==> src/design/urpd_pkg.sv <==
// Package for the relay packet deframer: payload structs and code constants.
// No dependencies.
package urpd_pkg;

   localparam int QueueDepth = 4;

   typedef struct packed {
      logic [7:0] data_byte;
      logic       end_of_datagram;
   } req_type;

   typedef struct packed {
      logic [1:0]  kind;
      logic [7:0]  byte_value;
      logic [2:0]  status;
      logic [15:0] packet_id;
      logic [7:0]  fragment_total;
      logic [7:0]  fragment_index;
      logic [15:0] payload_length;
      logic [1:0]  address_kind;
      logic [15:0] port_number;
      logic        is_last;
   } rsp_type;

   localparam logic [1:0] KIND_ADDR    = 2'd0;
   localparam logic [1:0] KIND_PAYLOAD = 2'd1;
   localparam logic [1:0] KIND_SUMMARY = 2'd2;

   localparam logic [2:0] ST_WHOLE_IP   = 3'd0;
   localparam logic [2:0] ST_FRAGMENT   = 3'd1;
   localparam logic [2:0] ST_WHOLE_NOIP = 3'd2;
   localparam logic [2:0] ST_BAD_HDR    = 3'd3;
   localparam logic [2:0] ST_TRUNC      = 3'd4;
   localparam logic [2:0] ST_BAD_ATYPE  = 3'd5;
   localparam logic [2:0] ST_BAD_FRAG   = 3'd6;
   localparam logic [2:0] ST_OK         = 3'd0;

   localparam logic [1:0] AK_NONE = 2'd0;
   localparam logic [1:0] AK_DOM  = 2'd1;
   localparam logic [1:0] AK_IPV4 = 2'd2;
   localparam logic [1:0] AK_IPV6 = 2'd3;

   localparam logic [7:0] VERSION_BYTE = 8'h05;
   localparam logic [7:0] TYPE_PACKET  = 8'h02;
   localparam logic [7:0] ATYPE_NONE   = 8'hff;
   localparam logic [7:0] ATYPE_DOMAIN = 8'h00;
   localparam logic [7:0] ATYPE_IPV4   = 8'h01;
   localparam logic [7:0] ATYPE_IPV6   = 8'h02;

   // front-to-back work record: up to one data result and one summary per byte
   typedef struct packed {
      logic    has_data;
      logic    has_sum;
      rsp_type data;
      rsp_type sum;
   } work_type;

endpackage

==> src/design/urpd_front.sv <==
// Front end: byte-serial header parser that classifies each byte into results.
// Depends on urpd_pkg.
module urpd_front
   import urpd_pkg::*;
(
   input  logic     clock,
   input  logic     reset,
   input  logic     step,
   input  req_type  req,
   output work_type work
);

   typedef enum logic [3:0] {
      PH_VER, PH_TYPE, PH_HDR, PH_ATYPE, PH_DLEN, PH_DOMAIN,
      PH_IP, PH_PORT, PH_PAYLOAD, PH_TRAIL, PH_SKIP
   } phase_type;

   phase_type   phase_ff, phase_in;
   logic [4:0]  cnt_ff, cnt_in;
   logic [15:0] pid_ff, pid_in;
   logic [7:0]  ftot_ff, ftot_in;
   logic [7:0]  fidx_ff, fidx_in;
   logic [15:0] plen_ff, plen_in;
   logic [15:0] rem_ff, rem_in;
   logic [1:0]  ak_ff, ak_in;
   logic [15:0] port_ff, port_in;
   logic [2:0]  drop_ff, drop_in;
   logic [7:0]  b;

   assign b = req.data_byte;

   always_comb begin
      logic [4:0] nc;
      phase_in = phase_ff; cnt_in = cnt_ff; pid_in = pid_ff; ftot_in = ftot_ff;
      fidx_in = fidx_ff; plen_in = plen_ff; rem_in = rem_ff; ak_in = ak_ff;
      port_in = port_ff; drop_in = drop_ff;
      work = '0;
      nc = cnt_ff + 5'd1;
      case (phase_ff)
         PH_VER: begin
            if (b == VERSION_BYTE) phase_in = PH_TYPE;
            else begin drop_in = ST_BAD_HDR; phase_in = PH_SKIP; end
         end
         PH_TYPE: begin
            if (b == TYPE_PACKET) begin phase_in = PH_HDR; cnt_in = '0; end
            else begin drop_in = ST_BAD_HDR; phase_in = PH_SKIP; end
         end
         PH_HDR: begin
            case (cnt_ff[2:0])
               3'd2, 3'd3: pid_in = {pid_ff[7:0], b};
               3'd4: ftot_in = b;
               3'd5: fidx_in = b;
               3'd6, 3'd7: plen_in = {plen_ff[7:0], b};
               default: ;
            endcase
            cnt_in = nc;
            if (nc >= 5'd8) begin
               cnt_in = '0;
               if (fidx_in == 8'd0) phase_in = PH_ATYPE;
               else begin
                  rem_in = plen_in;
                  phase_in = (plen_in == 16'd0) ? PH_TRAIL : PH_PAYLOAD;
               end
            end
         end
         PH_ATYPE: begin
            cnt_in = '0;
            if (b == ATYPE_NONE) begin
               ak_in = AK_NONE; port_in = '0; rem_in = plen_ff;
               phase_in = (plen_ff == 16'd0) ? PH_TRAIL : PH_PAYLOAD;
            end else if (b == ATYPE_DOMAIN) begin
               ak_in = AK_DOM; phase_in = PH_DLEN;
            end else if (b == ATYPE_IPV4) begin
               ak_in = AK_IPV4; cnt_in = 5'd4; phase_in = PH_IP;
            end else if (b == ATYPE_IPV6) begin
               ak_in = AK_IPV6; cnt_in = 5'd16; phase_in = PH_IP;
            end else begin
               drop_in = ST_BAD_ATYPE; phase_in = PH_SKIP;
            end
         end
         PH_DLEN: begin
            rem_in = {8'd0, b}; cnt_in = '0;
            phase_in = (b == 8'd0) ? PH_PORT : PH_DOMAIN;
         end
         PH_DOMAIN: begin
            rem_in = rem_ff - 16'd1;
            if (rem_in == 16'd0) begin cnt_in = '0; phase_in = PH_PORT; end
         end
         PH_IP: begin
            work.has_data = 1'b1;
            work.data.kind = KIND_ADDR;
            work.data.byte_value = b;
            cnt_in = cnt_ff - 5'd1;
            if (cnt_in == 5'd0) phase_in = PH_PORT;
         end
         PH_PORT: begin
            port_in = {port_ff[7:0], b};
            cnt_in = nc;
            if (nc >= 5'd2) begin
               cnt_in = '0; rem_in = plen_ff;
               phase_in = (plen_ff == 16'd0) ? PH_TRAIL : PH_PAYLOAD;
            end
         end
         PH_PAYLOAD: begin
            work.has_data = 1'b1;
            work.data.kind = KIND_PAYLOAD;
            work.data.byte_value = b;
            rem_in = rem_ff - 16'd1;
            if (rem_in == 16'd0) phase_in = PH_TRAIL;
         end
         default: ;
      endcase

      if (req.end_of_datagram) begin
         work.has_sum = 1'b1;
         work.sum.kind = KIND_SUMMARY;
         if (drop_in != ST_OK) work.sum.status = drop_in;
         else if (phase_in != PH_TRAIL) work.sum.status = ST_TRUNC;
         else if (ftot_in <= 8'd1)
            work.sum.status = (ak_in >= AK_IPV4) ? ST_WHOLE_IP : ST_WHOLE_NOIP;
         else if (fidx_in >= ftot_in) work.sum.status = ST_BAD_FRAG;
         else work.sum.status = ST_FRAGMENT;
         work.sum.packet_id = pid_in;
         work.sum.fragment_total = ftot_in;
         work.sum.fragment_index = fidx_in;
         work.sum.payload_length = plen_in;
         work.sum.address_kind = ak_in;
         work.sum.port_number = port_in;
         work.sum.is_last = 1'b1;
         phase_in = PH_VER; cnt_in = '0; pid_in = '0; ftot_in = '0; fidx_in = '0;
         plen_in = '0; rem_in = '0; ak_in = '0; port_in = '0; drop_in = '0;
      end
   end

   always_ff @(posedge clock) begin
      if (reset) begin
         phase_ff <= PH_VER; cnt_ff <= '0; pid_ff <= '0; ftot_ff <= '0;
         fidx_ff <= '0; plen_ff <= '0; rem_ff <= '0; ak_ff <= '0;
         port_ff <= '0; drop_ff <= '0;
      end else if (step) begin
         phase_ff <= phase_in; cnt_ff <= cnt_in; pid_ff <= pid_in;
         ftot_ff <= ftot_in; fidx_ff <= fidx_in; plen_ff <= plen_in;
         rem_ff <= rem_in; ak_ff <= ak_in; port_ff <= port_in;
         drop_ff <= drop_in;
      end
   end

endmodule

==> src/design/urpd_queue.sv <==
// Short queue of work records between parser and result emitter.
// Depends on urpd_pkg.
module urpd_queue
   import urpd_pkg::*;
#(
   parameter int Depth = QueueDepth
) (
   input  logic     clock,
   input  logic     reset,
   input  logic     wr_en,
   input  work_type wr_data,
   output logic     full,
   input  logic     rd_en,
   output work_type rd_data,
   output logic     empty
);

   localparam int AW = (Depth > 1) ? $clog2(Depth) : 1;

   work_type        mem_ff [Depth];
   logic [AW-1:0]   wp_ff, rp_ff;
   logic [AW:0]     cnt_ff;

   assign full    = (cnt_ff == (AW+1)'(Depth));
   assign empty   = (cnt_ff == '0);
   assign rd_data = mem_ff[rp_ff];

   always_ff @(posedge clock) begin
      if (wr_en) mem_ff[wp_ff] <= wr_data;
   end

   always_ff @(posedge clock) begin
      if (reset) begin
         wp_ff <= '0; rp_ff <= '0; cnt_ff <= '0;
      end else begin
         if (wr_en) wp_ff <= (wp_ff == AW'(Depth - 1)) ? '0 : wp_ff + AW'(1);
         if (rd_en) rp_ff <= (rp_ff == AW'(Depth - 1)) ? '0 : rp_ff + AW'(1);
         cnt_ff <= cnt_ff + (AW+1)'(wr_en) - (AW+1)'(rd_en);
      end
   end

endmodule

==> src/design/urpd_back.sv <==
// Back end: unpacks a work record into one or two results, held in an output register.
// Depends on urpd_pkg.
module urpd_back
   import urpd_pkg::*;
(
   input  logic     clock,
   input  logic     reset,
   input  logic     q_empty,
   input  work_type q_data,
   output logic     q_pop,
   output logic     rsp_empty,
   output rsp_type  rsp,
   input  logic     rsp_pop
);

   logic    valid_ff, valid_in;
   rsp_type out_ff, out_in;
   logic    sum_done_ff, sum_done_in;  // data half of head record already sent
   logic    load;

   // output register is free when empty or being popped
   assign load      = !valid_ff || rsp_pop;
   assign rsp_empty = !valid_ff;
   assign rsp       = out_ff;

   always_comb begin
      valid_in = valid_ff && !rsp_pop;
      out_in = out_ff;
      sum_done_in = sum_done_ff;
      q_pop = 1'b0;
      if (load && !q_empty) begin
         valid_in = q_data.has_data || q_data.has_sum;
         if (q_data.has_data && !sum_done_ff) begin
            out_in = q_data.data;
            if (q_data.has_sum) sum_done_in = 1'b1;
            else q_pop = 1'b1;
         end else begin
            out_in = q_data.sum;
            sum_done_in = 1'b0;
            q_pop = 1'b1;
         end
      end
   end

   always_ff @(posedge clock) begin
      if (reset) begin
         valid_ff <= 1'b0; sum_done_ff <= 1'b0;
      end else begin
         valid_ff <= valid_in; sum_done_ff <= sum_done_in;
      end
      out_ff <= out_in;
   end

endmodule

==> src/design/udp_relay_packet_deframer_core.sv <==
// Relay packet deframer top level: parser front, work queue, result back end.
// Depends on urpd_pkg, urpd_front, urpd_queue, urpd_back.
//
// Usage:
//  - Input channel (req_): one datagram byte per transaction, with
//    end_of_datagram on the final byte. Taken when push is high, full low.
//  - Result channel (rsp_): queue style; the oldest result sits on rsp_payload
//    while empty is low and leaves on pop.
//  - Each byte gives zero, one or two results: an address or payload byte
//    and/or, on the last byte, a summary with status and header fields.
//  - Path: with the queue and output register idle, a result is written to the
//    queue, then loaded into the output register, and is visible from there.
//  - Throughput: one byte per cycle while full is low, each byte taken by
//    the parser step; a byte that yields both a data result and a summary
//    occupies the output register twice, so the queue absorbs those bursts.
//  - Receiver stall: results wait in the output register and the queue;
//    full rises when the queue fills and parsing pauses with it.
//  - Reset: synchronous, active high; parser returns to expecting the
//    version byte, queue and output register empty.
module udp_relay_packet_deframer_core
   import urpd_pkg::*;
#(
   parameter int Depth = QueueDepth
) (
   input  logic    clock,
   input  logic    reset,
   input  logic    push,
   output logic    full,
   input  req_type req_payload,
   output logic    empty,
   input  logic    pop,
   output rsp_type rsp_payload
);

   work_type work, q_data;
   logic     q_full, q_empty, q_pop, accept;

   assign full   = q_full;
   assign accept = push && !q_full;

   urpd_front u_front (
      .clock(clock), .reset(reset), .step(accept), .req(req_payload), .work(work)
   );

   // every accepted byte takes a queue slot; records without results drop at the back
   urpd_queue #(.Depth(Depth)) u_queue (
      .clock(clock), .reset(reset), .wr_en(accept), .wr_data(work), .full(q_full),
      .rd_en(q_pop), .rd_data(q_data), .empty(q_empty)
   );

   urpd_back u_back (
      .clock(clock), .reset(reset), .q_empty(q_empty), .q_data(q_data), .q_pop(q_pop),
      .rsp_empty(empty), .rsp(rsp_payload), .rsp_pop(pop)
   );

   // summary results always mark the end
   a_sum_last: assert property (@(posedge clock) disable iff (reset)
      !empty |-> ((rsp_payload.kind == KIND_SUMMARY) == rsp_payload.is_last))
      else $error("summary/is_last mismatch");

   // a result held back by the receiver does not change
   a_hold: assert property (@(posedge clock) disable iff (reset)
      (!empty && !pop) |=> (!empty && $stable(rsp_payload)))
      else $error("stalled result changed");

   // queue never pops while empty
   a_q_pop: assert property (@(posedge clock) disable iff (reset)
      q_pop |-> !q_empty)
      else $error("queue underflow");

endmodule

==> config.mk <==
export PLATFORM = sky130hd
export DESIGN_NAME = udp_relay_packet_deframer_core
export DESIGN_NICKNAME = d
export VERILOG_FILES = /design/src/design/urpd_pkg.sv /design/src/design/urpd_front.sv /design/src/design/urpd_queue.sv /design/src/design/urpd_back.sv /design/src/design/udp_relay_packet_deframer_core.sv
export SDC_FILE = /design/constraint.sdc
export NUM_CORES = 1
export LEC_CHECK = 0
export ABC_CLOCK_PERIOD_IN_PS = 12500
export BUFFER_PORTS_ARGS = -buffer_cell sky130_fd_sc_hd__buf_2
export CORE_ASPECT_RATIO = 2
export CORE_UTILIZATION = 55
export DETAILED_ROUTE_END_ITERATION = 7
export PLACE_DENSITY = 0.82
export REMOVE_ABC_BUFFERS = 1
export SYNTH_ARGS = -nofsm -noshare
export SYNTH_HDL_FRONTEND = slang
export SYNTH_SLANG_ARGS = --single-unit
==> constraint.sdc <==
create_clock -name clock -period 12.5 [get_ports clock]
set_input_delay 0.625 -clock clock [delete_from_list [all_inputs] [get_ports clock]]
set_output_delay 0.625 -clock clock [all_outputs]
set_load 0.01 [all_outputs]
-- Word level (Yosys, flattened, before mapping)
Memory sizes are Yosys's and may differ from the RTL's. A register that Yosys moved wholly into a read port is not among the register bits.
Cells that the tools add are included.
Widths: inputs -> output; s select.
- add/sub/neg operators: 7
- order comparisons: 5
- eq/ne operators: 29
- muxes and demuxes: 87
- reduce and logical (&&, ||, !) cells: 29
- operator list (operator ; count):
    $mux 16 ; 14
    $mux 80 ; 1
    $pmux 16 s5 ; 1
    $mux 70 ; 1
    $mux 8 ; 7
    $mux 4 ; 13
    $logic_not 16->1 ; 3
    $mux 5 ; 9
    $pmux 4 s9 ; 1
    $pmux 5 s7 ; 1
    $mux 3 ; 11
    $pmux 16 s2 ; 1
    $mux 2 ; 13
    $pmux 9 s2 ; 1
    $eq 4x3->1 const B ; 4
    $logic_not 8->1 ; 2
    $sub 16x1->16 const B ; 1
    $eq 3x3->1 const B ; 5
    $ne 3x2->1 const B ; 5
    $mux 1 ; 12
    $pmux 3 s3 ; 1
    $eq 4x2->1 const B ; 2
    $eq 8x1->1 const B ; 1
    $eq 8x2->1 const B ; 1
    32 further kinds ; 46
- register bits after elaboration: 183
- RAM bits: 332
- bits of input ports: 13
- output and inout port bits: 82
- word-level logic and storage cells: 183
- memories kept: 1
- memory list (memory ; depth ; width ; rd ports ; clocked after Yosys merged registers in ; write ports ; line ; source):
    u_queue.mem_ff ; 4 ; 83 ; 1 ; 1 ; 1 ; urpd_queue.sv:20 ; work_type mem_ff [Depth];

-- Longest topological paths before layout
Gate-level depths: netlist (run 1).
- depth after elaboration: 13
- mapped depth: 13

-- Hierarchy
Synthesis (run 1) repeated with hierarchy kept, for this count alone.
- cell total of the unflattened synthesis: 2189
- area total of the unflattened synthesis: 34428.0 um^2
- by module, submodules not included (module ; times used ; cells each ; area each (um^2) ; sequential area each (um^2)):
    urpd_queue ; 1 ; 888 ; 23787.8 ; 19638.8
    urpd_front ; 1 ; 948 ; 7106.8 ; 1881.8
    urpd_back ; 1 ; 352 ; 3519.6 ; 2442.3
    udp_relay_packet_deframer_core ; 1 ; 1 ; 13.8 ; 0.0

-- Worst setup path after synthesis (run 1)
Ideal clock, no wire load.
- path type: input-to-reg
- from: input pop
- to: register u_queue.cnt_ff[2]
- setup time: 128 ps
- arrival: 4438 ps
- data required time: 12372 ps
- setup slack: 7934 ps
- stages: 11
- cells stage by stage: nand2b_1 o31a_1 a21boi_1 ha_1 inv_1 ha_1 inv_1 fa_1 xor2_1 xnor2_1 nor2_1
- word-level cells in the longest chain between the ends: 4
- RTL lines (item ; line ; source):
    from (decl) ; udp_relay_packet_deframer_core.sv:31 ; input logic pop,
    $logic_or 1x1->1 ; urpd_back.sv:22 ; assign load = !valid_ff || rsp_pop;
    $logic_and 1x1->1 ; urpd_back.sv:31 ; if (load && !q_empty) begin
    $mux 1 ; urpd_back.sv:31 ;
    via q_pop ; udp_relay_packet_deframer_core.sv:36 ; logic q_full, q_empty, q_pop, accept;
    $sub 3x1->3 ; urpd_queue.sv:38 ; cnt_ff <= cnt_ff + (AW+1)'(wr_en) - (AW+1)'(rd_en);
    to (signal assigned) ; urpd_queue.sv:38 ;
    to (decl) ; urpd_queue.sv:22 ; logic [AW:0] cnt_ff;
The timed path passes the listed nets, and every way through them passes these cells.
A chain may end at the register's enable or synchronous reset.

==> results.py, run 1 <==
metrics = {
    "placed_design": {
        "placed_cells": 1934,
        "place.gp.congestion": 0.921,
        "io_buffers": 94,
        "place_hpwl_um": 29700,
    },
    "cts": {
        "cts_setup_buffers": 0,
        "clock_path_buffers": 3,
        "cts-root-buf": "clkbuf_16",
        "cts_tree": "yes",
        "hold_buffers": 0,
        "insertion_delay_ns": 0.55,
        "post_cts_resized": 0,
        "cts_buffers": 40,
        "clk_pin_slew_ns": 0.07,
        "clock-sinks": 504,
        "htree_num_levels": 2,
    },
    "finish": {
        "antenna_cells": 0,
        "fin_cells": 2007,
        "nets": 1552,
        "drive_gt1_frac": 0.188,
        "syn2layout_area_growth_pct": 10.2,
    },
    "critical_path": {
        "path_delay_family": "simple AND/OR/NAND/NOR gates",
        "crit_chain": "or4b_4 -> nor2_1 -> mux2_2 -> ha_1 -> a2111oi_0 -> nand2_1 -> o21ai_0 -> a31oi_1 -> or4_1 -> o21ai_0",
        "crit_fanout": 22,
        "slowest_stage": "dfxtp_1",
        "crit_required_ns": 12.81,
        "cp-end-kind": "register",
        "cp_data_arrival_time_ns": 5.11,
        "cp_common_cell": "o21ai_0",
        "start_kind": "register",
        "crit_buf_inv": 0,
        "slowest_delay_ns": 0.75,
        "crit_type": "register to register",
    },
    "yosys": {
        "synth_flop_cell": "edfxtp_1",
        "synthDistinctLibCells": 75,
        "synth_edf_count": 399,
        "seq_area_frac_synth": 0.670,
        "ys_top_cells_by_area": "edfxtp_1 (57%), dfxtp_1 (10%), mux4_2 (8.6%)",
        "synth_top_area_frac": 0.570,
        "yosysTopAreaCell": "edfxtp_1",
        "syn_area_mm2": 0.0210,
        "syn_inst": 1454,
        "synth_seq_cells": 504,
        "yosysWarnings": 0,
        "async_flop_share": 0,
        "syn_area_per_cell_um2": 14.5,
    },
    "floorplanning": {
        "start_util": 0.556,
        "die_w_um": 140,
        "num_rows": 101,
        "ios": 95,
        "die-area_mm2": 0.0391,
        "die_h_um": 278,
        "core_mm2": 0.0378,
    },
    "global_routing": {
        "grtUsageTotal": 0.250,
        "grt_pass1_vias": 13200,
        "antenna_found_initial": 0,
        "grt_max_degree": 80,
        "grt_overflow": 0,
        "grt_pass1_wl_um": 74000,
    },
    "routing": {
        "ant_nets": 0,
        "wl_per_cell_um": 23.8,
        "drc": 0,
        "via_per_inst": 6.34,
        "drt_iter0_drc": 1328,
        "dr.pass1.iters": 5,
        "via_count": 12700,
        "wl_um": 47800,
    },
    "pwr": {
        "p_leak_nw": 7.95,
        "peakVddDrop_mv": 0.124,
        "power_density_mw_per_mm2": 197,
    },
    "timing": {
        "post-route-min-period_ns": 4.79,
        "finalSetupViolations": 0,
        "worst_slew_margin_rel": 0.206,
        "grt_setup_unrepaired": "no",
        "clock_skew_ns": 0.0214,
        "finalCritPeriodShare": 0.383,
        "drv_slew": 0,
        "tns_ns": 0,
        "hold_viol": 0,
        "tightest_slew_ns": 1.19,
        "fmaxAchievable_ghz": 0.209,
    },
    "worst_hold_path": {
        "hold_class": "input pin to register",
    },
    "run": {
        "cap_violations": 0,
    },
    "outcome": {
        "outcome": "complete, no violations",
    },
}
## Yosys cell counts, types with 6 or more instances
cell      instances
a31oi_1           7
edfxtp_1        399
a21oi_1          37
and2_1           21
nand4_1          12
nand3_1          13
ha_1             25
nor3_1           16
o21ai_1           9
mux2i_1          27
o31ai_1           6
nor4_1           11
o22ai_1           6
mux4_2           80
a22oi_1          84
a222oi_1          9
nor2_1          156
a221oi_1          6
buf_1             8
buf_2            12
inv_1            27
dfxtp_1         105
nor2b_1          87
o21ai_0          25
xnor2_1           6
and3_1           12
nand2_1          84
mux2_2            8
clkbuf_1         71
nand2b_1          6
## per-stage QoR
step | cell area [um^2] | setup slack (ns) | utilization | power (mW) | hold slack (ns)
after floorplan | 20600 | 4.05 | - | 2.98 | 0.426
after global placement | 21900 | 8.19 | 0.578 | 3.28 | 0.447
after detailed placement | 21900 | 7.89 | 0.578 | 3.32 | 0.451
after CTS | 23200 | 7.90 | 0.613 | 4.60 | 0.385
after global routing | 23200 | 7.60 | 0.613 | 4.74 | 0.402
final | 23200 | 7.71 | 0.613 | 4.56 | 0.393
## logic make-up (layout without fill, tap and decap cells)
| family | after synthesis | after routing | share of synthesized area |
|---|---|---|---|
| fa+ha+maj | 26 | 26 | 0.0158 |
| flops | 504 | 504 | 0.670 |
| compound gates | 232 | 232 | 0.0774 |
| simple gates | 444 | 444 | 0.106 |
| mux | 115 | 115 | 0.103 |
| xor+xnor | 11 | 11 | 0.00458 |
| buf+inv | 122 | 212 | 0.0236 |
## where the power goes
part | total, mW | switching [mW] | internal [mW]
combinational | 1.04 | 0.609 | 0.432
sequential | 2.23 | 0.0815 | 2.15
clock | 1.29 | 0.588 | 0.698
total | 4.56 | 1.28 | 3.28
## tightest hold or removal path, delay by kind of cell
kind | cells | cell delay (ns)
AO/OA/AOI/OAI | 1 | 0.07
buffers and inverters | 1 | 0.07
AND/OR/NAND/NOR | 1 | 0.12
## path summary, 6_finish.rpt
kind | startpoint | endpoint | slack (ns) | cells past startpoint
setup reg to reg | u_front.phase_ff[1]$_SDFFE_PP0P_ | u_queue.mem_ff[0][67]$_DFFE_PP_ | 7.71 | 10
hold reg to reg | u_front.ak_ff[1]$_SDFFE_PP0P_ | u_front.ak_ff[1]$_SDFFE_PP0P_ | 0.46 | 2
hold / removal | pop | u_back.valid_ff$_SDFF_PP0_ | 0.39 | 3
setup / recovery | u_front.phase_ff[1]$_SDFFE_PP0P_ | u_queue.mem_ff[0][67]$_DFFE_PP_ | 7.71 | 10
## placed cells by master, fill, tap and decap left out, drive strengths merged, types with 8 or more instances in the layout
cell / netlist / routed
edfxtp: 399 / 399
nor2: 157 / 157
buf: 24 / 112
dfxtp: 105 / 105
nor2b: 87 / 87
nand2: 84 / 84
a22oi: 84 / 84
mux4: 80 / 80
clkbuf: 71 / 48
a21oi: 37 / 37
o21ai: 34 / 34
inv: 27 / 29
mux2i: 27 / 27
ha: 25 / 25
and2: 21 / 21
nor3: 16 / 16
clkinv: 0 / 16
nand3: 13 / 13
nand4: 13 / 13
nor4: 12 / 12
and3: 12 / 12
a222oi: 9 / 9
mux2: 8 / 8
## sequential cells by signal (all words and copies together), names as in the netlist, 4 cells and up, named ones only
name	count
u_front.cnt_ff	5
u_front.phase_ff	4
u_queue.mem_ff	320
u_front.pid_ff	16
u_front.fidx_ff	8
u_front.port_ff	16
u_front.ftot_ff	8
u_front.rem_ff	16
u_front.plen_ff	16
u_back.rsp	79
## routing by layer
layer  wire (um)  track usage  share of wire  vias to the layer above
li1            -            -              -                     5663
met1       17200        0.278           0.36                     6436
met2       25900        0.461           0.54                      479
met3        2160       0.0282          0.045                      148
met4        2500        0.140          0.052                        0
met5           0            0              0                        -
## final cells by class
type                       instances  area, um^2
tap                              463         579
sequential                       504       14100
fill                            2661       14600
multi-input combinational        828        6480
inverter                          27         101
timing repair buffer             112         606
clock inverter                    25         259
clock buffer                      48        1060
Note: power is estimated with default switching activity, not from simulation.
==> run 2, diff against run 1 <==
--- a/config.mk
+++ b/config.mk
@@ -5,12 +5,12 @@
 export SDC_FILE = /design/constraint.sdc
 export NUM_CORES = 1
 export LEC_CHECK = 0
-export ABC_CLOCK_PERIOD_IN_PS = 12500
+export ABC_CLOCK_PERIOD_IN_PS = 4400
 export BUFFER_PORTS_ARGS = -buffer_cell sky130_fd_sc_hd__buf_2
 export CORE_ASPECT_RATIO = 2
 export CORE_UTILIZATION = 55
 export DETAILED_ROUTE_END_ITERATION = 7
-export PLACE_DENSITY = 0.82
+export PLACE_DENSITY = 0.85
 export REMOVE_ABC_BUFFERS = 1
 export SYNTH_ARGS = -nofsm -noshare
 export SYNTH_HDL_FRONTEND = slang
==> constraint.sdc (replaced) <==
create_clock -name clock -period 4.4 [get_ports clock]
set_input_delay 0.22 -clock clock [delete_from_list [all_inputs] [get_ports clock]]
set_output_delay 0.22 -clock clock [all_outputs]
set_load 0.01 [all_outputs]
==> results.py, run 2 (synthesis results as in run 1) <==
metrics = {
    "outcome": {
        "outcome": "complete, no violations",
    },
    "timing": {
        "tns_ns": 0,
        "fmaxAchievable_ghz": 0.243,
        "finalSetupViolations": 0,
        "finalCritPeriodShare": 0.935,
        "worst_slew_margin_rel": 0.189,
        "drv_slew": 0,
        "setup_ws_ns": 0.287,
        "grt_setup_unrepaired": "no",
        "hold_viol": 0,
        "clock_skew_ns": 0.0219,
        "post-route-min-period_ns": 4.11,
        "tightest_slew_ns": 1.20,
    },
    "run": {
        "cap_violations": 0,
    },
    "placed_design": {
        "io_buffers": 94,
        "preCtsSetupSlack_ns": 0.120,
        "placed_cells": 1960,
        "place.gp.congestion": 0.958,
        "place_hpwl_um": 31700,
        "dpl_cell_area_mm2": 0.0221,
    },
    "routing": {
        "via_per_inst": 6.35,
        "drt_iter0_drc": 1316,
        "route.met3.wl_um": 2300,
        "wl_met2_um": 26300,
        "wl_per_cell_um": 23.7,
        "via_count": 12900,
        "ant_nets": 0,
        "dr.pass1.iters": 6,
        "drc": 0,
        "wl_met1_um": 17000,
        "wl_um": 48300,
        "topRoutingLayerUsed": "met4",
    },
    "finish": {
        "drive_gt1_frac": 0.205,
        "antenna_cells": 0,
        "final_common_cell": "edfxtp_1",
        "fin_util": 0.622,
        "nets": 1580,
        "n_fill_cell": 2634,
        "final_cell_mix": "edfxtp_1 (399), nor2_1 (155), dfxtp_1 (103), buf_2 (94), nor2b_1 (86)",
        "syn2layout_area_growth_pct": 11.7,
        "largest_register": "u_queue.mem_ff",
        "fin_cells": 2037,
        "design_area_mm2": 0.0235,
        "largest_reg_flops": 320,
    },
    "global_routing": {
        "grt_overflow": 0,
        "grt_max_degree": 78,
        "antenna_found_initial": 0,
        "grtUsageTotal": 0.253,
        "grt_pass1_vias": 13400,
        "grt_pass1_wl_um": 74800,
    },
    "critical_path": {
        "crit_fanout": 12,
        "slowest_delay_ns": 0.53,
        "slowest_stage": "nor4b_2",
        "reg2reg_depth": 12,
        "crit_type": "register to register",
        "start_kind": "register",
        "cp-end-kind": "register",
        "rrSetupSlack_ns": 0.29,
        "timing.rr.start": "u_front.phase_ff[3]$_SDFFE_PP0P_",
        "crit_required_ns": 4.70,
        "crit_chain": "nor4b_2 -> buf_4 -> and3_1 -> buf_4 -> mux2i_1 -> ha_1 -> a2111oi_1 -> nand2_1 -> o21ai_0 -> a31oi_1 -> or4_1 -> o21ai_0",
        "rr_endpoint": "u_queue.mem_ff[0][67]$_DFFE_PP_",
        "cp_data_arrival_time_ns": 4.41,
    },
    "floorplanning": {
        "die_w_um": 140,
        "die_h_um": 278,
        "start_util": 0.556,
        "die-area_mm2": 0.0391,
        "ios": 95,
        "num_rows": 101,
        "core_mm2": 0.0378,
    },
    "pwr": {
        "swShare": 0.282,
        "peakVddDrop_mv": 0.494,
        "p_switching_mw": 3.72,
        "clockPowerShare": 0.291,
        "power.internal_mw": 9.45,
        "pwr-share-seq": 0.479,
        "power_density_mw_per_mm2": 560,
        "p_comb_frac": 0.230,
        "p_leak_nw": 8.15,
    },
    "cts": {
        "clock_path_buffers": 3,
        "cts_buffers": 41,
        "cts-root-buf": "clkbuf_16",
        "cts_tree": "yes",
        "cts_setup_buffers": 0,
        "insertion_delay_ns": 0.56,
        "clock-sinks": 504,
        "clk_pin_slew_ns": 0.07,
        "htree_num_levels": 2,
    },
    "worst_hold_path": {
        "min_to": "u_back.valid_ff$_SDFF_PP0_",
        "hold_class": "input pin to register",
        "hold_path_depth": 3,
        "hold_start": "pop",
    },
}
[run 2: per-layer routing]
layer,up-vias,global-route usage
li1,5732,-
met1,6480,0.276
met2,568,0.471
met3,156,0.0263
met4,0,0.146
met5,-,0
[run 2: worst max-delay path by stage]
stage	startpoint	end	slack [ns]	cells after the start
final	u_front.phase_ff[3]$_SDFFE_PP0P_	u_queue.mem_ff[0][67]$_DFFE_PP_	0.29	12
after global routing	u_front.phase_ff[3]$_SDFFE_PP0P_	u_queue.mem_ff[0][67]$_DFFE_PP_	0.04	12
after CTS	u_front.phase_ff[3]$_SDFFE_PP0P_	u_queue.mem_ff[1][67]$_DFFE_PP_	0.08	12
after detailed placement	u_front.phase_ff[3]$_SDFFE_PP0P_	u_queue.mem_ff[1][67]$_DFFE_PP_	0.12	12
after global placement	u_front.phase_ff[3]$_SDFFE_PP0P_	u_queue.mem_ff[2][67]$_DFFE_PP_	0.35	12
after floorplan	register	u_queue.cnt_ff[2]$_SDFF_PP0_	-4.05	11
[run 2: cell type report]
type / count / area [um^2] / area share
inverter: 27 / 101 / 0.00431
multi-input combinational: 828 / 6490 / 0.276
timing repair buffer: 139 / 823 / 0.0351
clock inverter: 30 / 342 / 0.0145
sequential: 504 / 14100 / 0.600
tap: 463 / 579 / 0.0247
clock buffer: 46 / 1060 / 0.0453
[run 2: power by group through the flow]
stage / Clock (mW) / Combinational [mW] / Sequential, mW
floorplan: 0 / 1.65 / 6.81
global placement: 0 / 3.00 / 6.37
detailed placement: 0 / 3.08 / 6.41
CTS: 3.88 / 3.10 / 6.31
global route: 4.04 / 3.28 / 6.37
finish: 3.83 / 3.03 / 6.31
[run 2: stage by stage]
step	power (mW)	hold WS [ns]
6_report	13.2	0.120
5_1_grt	13.7	0.139
4_1_cts	13.3	0.140
3_5_place_dp	9.49	0.463
3_3_place_gp	9.37	0.443
2_1_floorplan	8.47	0.287
[run 2: critical path, delay by kind of cell (launching register included)]
family	cells	cell delay [ns]
muxes	1	0.28
DFF	1	0.46
AOI/OAI and AO/OA	4	1.09
and+or+nand+nor	4	1.30
buffers and inverters	2	0.43
adders and majority gates	1	0.29
[run 2: timing repair]
action	in CTS	in global routing
endpoints found under the hold margin	2	0
hold buffers	1	0
gates resized for setup	0	3
endpoints found under the setup margin	0	4
==> run 3, diff against run 2 <==
--- a/config.mk
+++ b/config.mk
@@ -5,12 +5,12 @@
 export SDC_FILE = /design/constraint.sdc
 export NUM_CORES = 1
 export LEC_CHECK = 0
-export ABC_CLOCK_PERIOD_IN_PS = 4400
+export ABC_CLOCK_PERIOD_IN_PS = 5200
 export BUFFER_PORTS_ARGS = -buffer_cell sky130_fd_sc_hd__buf_2
 export CORE_ASPECT_RATIO = 2
 export CORE_UTILIZATION = 55
 export DETAILED_ROUTE_END_ITERATION = 7
-export PLACE_DENSITY = 0.85
+export PLACE_DENSITY = 0.82
 export REMOVE_ABC_BUFFERS = 1
 export SYNTH_ARGS = -nofsm -noshare
 export SYNTH_HDL_FRONTEND = slang
==> constraint.sdc (replaced) <==
create_clock -name clock -period 5.2 [get_ports clock]
set_input_delay 0.26 -clock clock [delete_from_list [all_inputs] [get_ports clock]]
set_output_delay 0.26 -clock clock [all_outputs]
set_load 0.01 [all_outputs]
==> results.py, run 3 (synthesis results as in run 1) <==
metrics = {
    "cts": {
        "cts_tree": "yes",
        "cts-root-buf": "clkbuf_16",
        "clk_pin_slew_ns": 0.08,
        "insertion_delay_ns": 0.56,
        "cts_setup_buffers": 0,
        "clock-sinks": 504,
        "htree_num_levels": 2,
        "post_cts_resized": 0,
        "hold_buffers": 0,
        "cts_buffers": 40,
        "clock_path_buffers": 3,
    },
    "timing": {
        "finalSetupViolations": 0,
        "drv_slew": 0,
        "tns_ns": 0,
        "fmaxAchievable_ghz": 0.225,
        "tightest_slew_ns": 1.16,
        "clock_skew_ns": 0.0149,
        "post-route-min-period_ns": 4.44,
        "hold_viol": 0,
        "worst_slew_margin_rel": 0.221,
        "finalCritPeriodShare": 0.854,
        "grt_setup_unrepaired": "no",
    },
    "critical_path": {
        "crit_fanout": 22,
        "crit_required_ns": 5.51,
        "path_delay_family": "simple AND/OR/NAND/NOR gates",
        "crit_buf_inv": 1,
        "cp-end-kind": "register",
        "start_kind": "register",
        "cp_data_arrival_time_ns": 4.75,
        "timing.rr.start": "u_front.phase_ff[1]$_SDFFE_PP0P_",
        "slowest_stage": "dfxtp_1",
        "slowest_delay_ns": 0.77,
        "crit_chain": "nor4b_1 -> buf_4 -> and3_1 -> mux2i_1 -> ha_1 -> a2111oi_0 -> nand2_1 -> o21ai_0 -> a31oi_1 -> or4_1 -> o21ai_0",
        "worstSetupStartpoint": "u_front.phase_ff[1]$_SDFFE_PP0P_",
        "crit_type": "register to register",
        "cp_common_cell": "o21ai_0",
    },
    "finish": {
        "final_cell_mix": "edfxtp_1 (399), nor2_1 (156), dfxtp_1 (103), buf_2 (94), nor2b_1 (86)",
        "final_common_cell": "edfxtp_1",
        "nets": 1561,
        "syn2layout_area_growth_pct": 10.4,
        "fin_cells": 2017,
        "drive_gt1_frac": 0.190,
        "largest_register": "u_queue.mem_ff",
        "largest_reg_flops": 320,
    },
    "pwr": {
        "swShare": 0.284,
        "power_density_mw_per_mm2": 472,
        "peakVddDrop_mv": 0.294,
        "power.internal_mw": 7.85,
        "p_leak_nw": 7.98,
        "pwr-share-seq": 0.489,
        "p_switching_mw": 3.11,
        "finalPower_mw": 11.0,
        "p_comb_frac": 0.231,
        "clockPowerShare": 0.280,
    },
    "floorplanning": {
        "num_rows": 101,
        "core_mm2": 0.0378,
        "start_util": 0.556,
        "die-area_mm2": 0.0391,
        "die_w_um": 140,
        "ios": 95,
        "die_h_um": 278,
    },
    "routing": {
        "wl_met1_um": 16900,
        "drc": 0,
        "via_count": 12800,
        "drt_iter0_drc": 1404,
        "dr.pass1.iters": 7,
        "route.met3.wl_um": 2480,
        "via_per_inst": 6.34,
        "wl_um": 48500,
        "wl_per_cell_um": 24.1,
        "topRoutingLayerUsed": "met4",
        "ant_nets": 0,
        "wl_met2_um": 26800,
    },
    "global_routing": {
        "grt_pass1_vias": 13400,
        "grtUsageTotal": 0.254,
        "grt_pass1_wl_um": 75300,
        "antenna_found_initial": 1,
        "grt_overflow": 0,
        "grt_max_degree": 65,
    },
    "worst_hold_path": {
        "hold_start": "pop",
        "hold_class": "input pin to register",
    },
    "placed_design": {
        "place_hpwl_um": 30800,
        "io_buffers": 94,
        "placed_cells": 1943,
        "place.gp.congestion": 0.930,
    },
    "outcome": {
        "outcome": "complete, no violations",
    },
    "run": {
        "cap_violations": 0,
    },
}
[run 3: cell count changes in the layout (fill, tap and decap cells not counted), moves of 2 or more]
| cell | change |
|---|---|
| clkinv_2 | -2 |
| clkbuf_1 | +8 |
| clkinv_1 | -2 |
| inv_8 | -3 |
| bufinv_16 | -2 |
| clkinvlp_4 | +2 |
| inv_4 | -2 |
| buf_4 | -16 |
[run 3: cell type report]
class | instances | area, um^2
Antenna cell | 1 | 2.50
Clock buffer | 54 | 1080
Clock inverter | 19 | 208
Fill cell | 2655 | 14600
Inverter | 27 | 101
Multi-Input combinational cell | 828 | 6480
Sequential cell | 504 | 14100
Tap cell | 463 | 579
Timing Repair Buffer | 121 | 673
[run 3: power groups by stage]
stage          logic (mW)  registers, mW  clock network, mW
2_1_floorplan        1.40           5.77                  0
3_3_place_gp         2.49           5.41                  0
3_5_place_dp         2.56           5.45                  0
4_1_cts              2.57           5.37               3.10
5_1_grt              2.73           5.42               3.23
6_report             2.53           5.36               3.07
[run 3: final timing paths]
kind | endpoint | slack [ns] | depth (start not counted)
setup / recovery | u_queue.mem_ff[0][67]$_DFFE_PP_ | 0.76 | 11
hold / removal | u_back.valid_ff$_SDFF_PP0_ | 0.05 | 3
setup reg to reg | u_queue.mem_ff[0][67]$_DFFE_PP_ | 0.76 | 11
hold reg to reg | u_front.ak_ff[1]$_SDFFE_PP0P_ | 0.48 | 2
[run 3: through the flow]
step                       util  hold slack (ns)  instance area (um^2)  setup WS, ns
after CTS                 0.614           0.0635                 23200         0.964
after global placement    0.580            0.464                 21900          1.14
after detailed placement  0.580            0.467                 21900          1.03
after global routing      0.614           0.0810                 23200         0.526
after floorplan               -            0.327                 20600         -3.25
final                     0.614           0.0522                 23200         0.757
[run 3: worst register-to-register path, delay by kind of cell (launching register included)]
family,cells,cell delay (ns)
mux,1,0.32
flops,1,0.77
buf+inv,1,0.19
compound gates,4,1.19
simple gates,4,1.43
fa+ha+maj,1,0.29
[run 3: layer usage]
metal,GRT usage,up-vias
met1,0.277,6396
met2,0.473,552
li1,-,5685
met3,0.0308,152
met5,0,-
met4,0.142,0
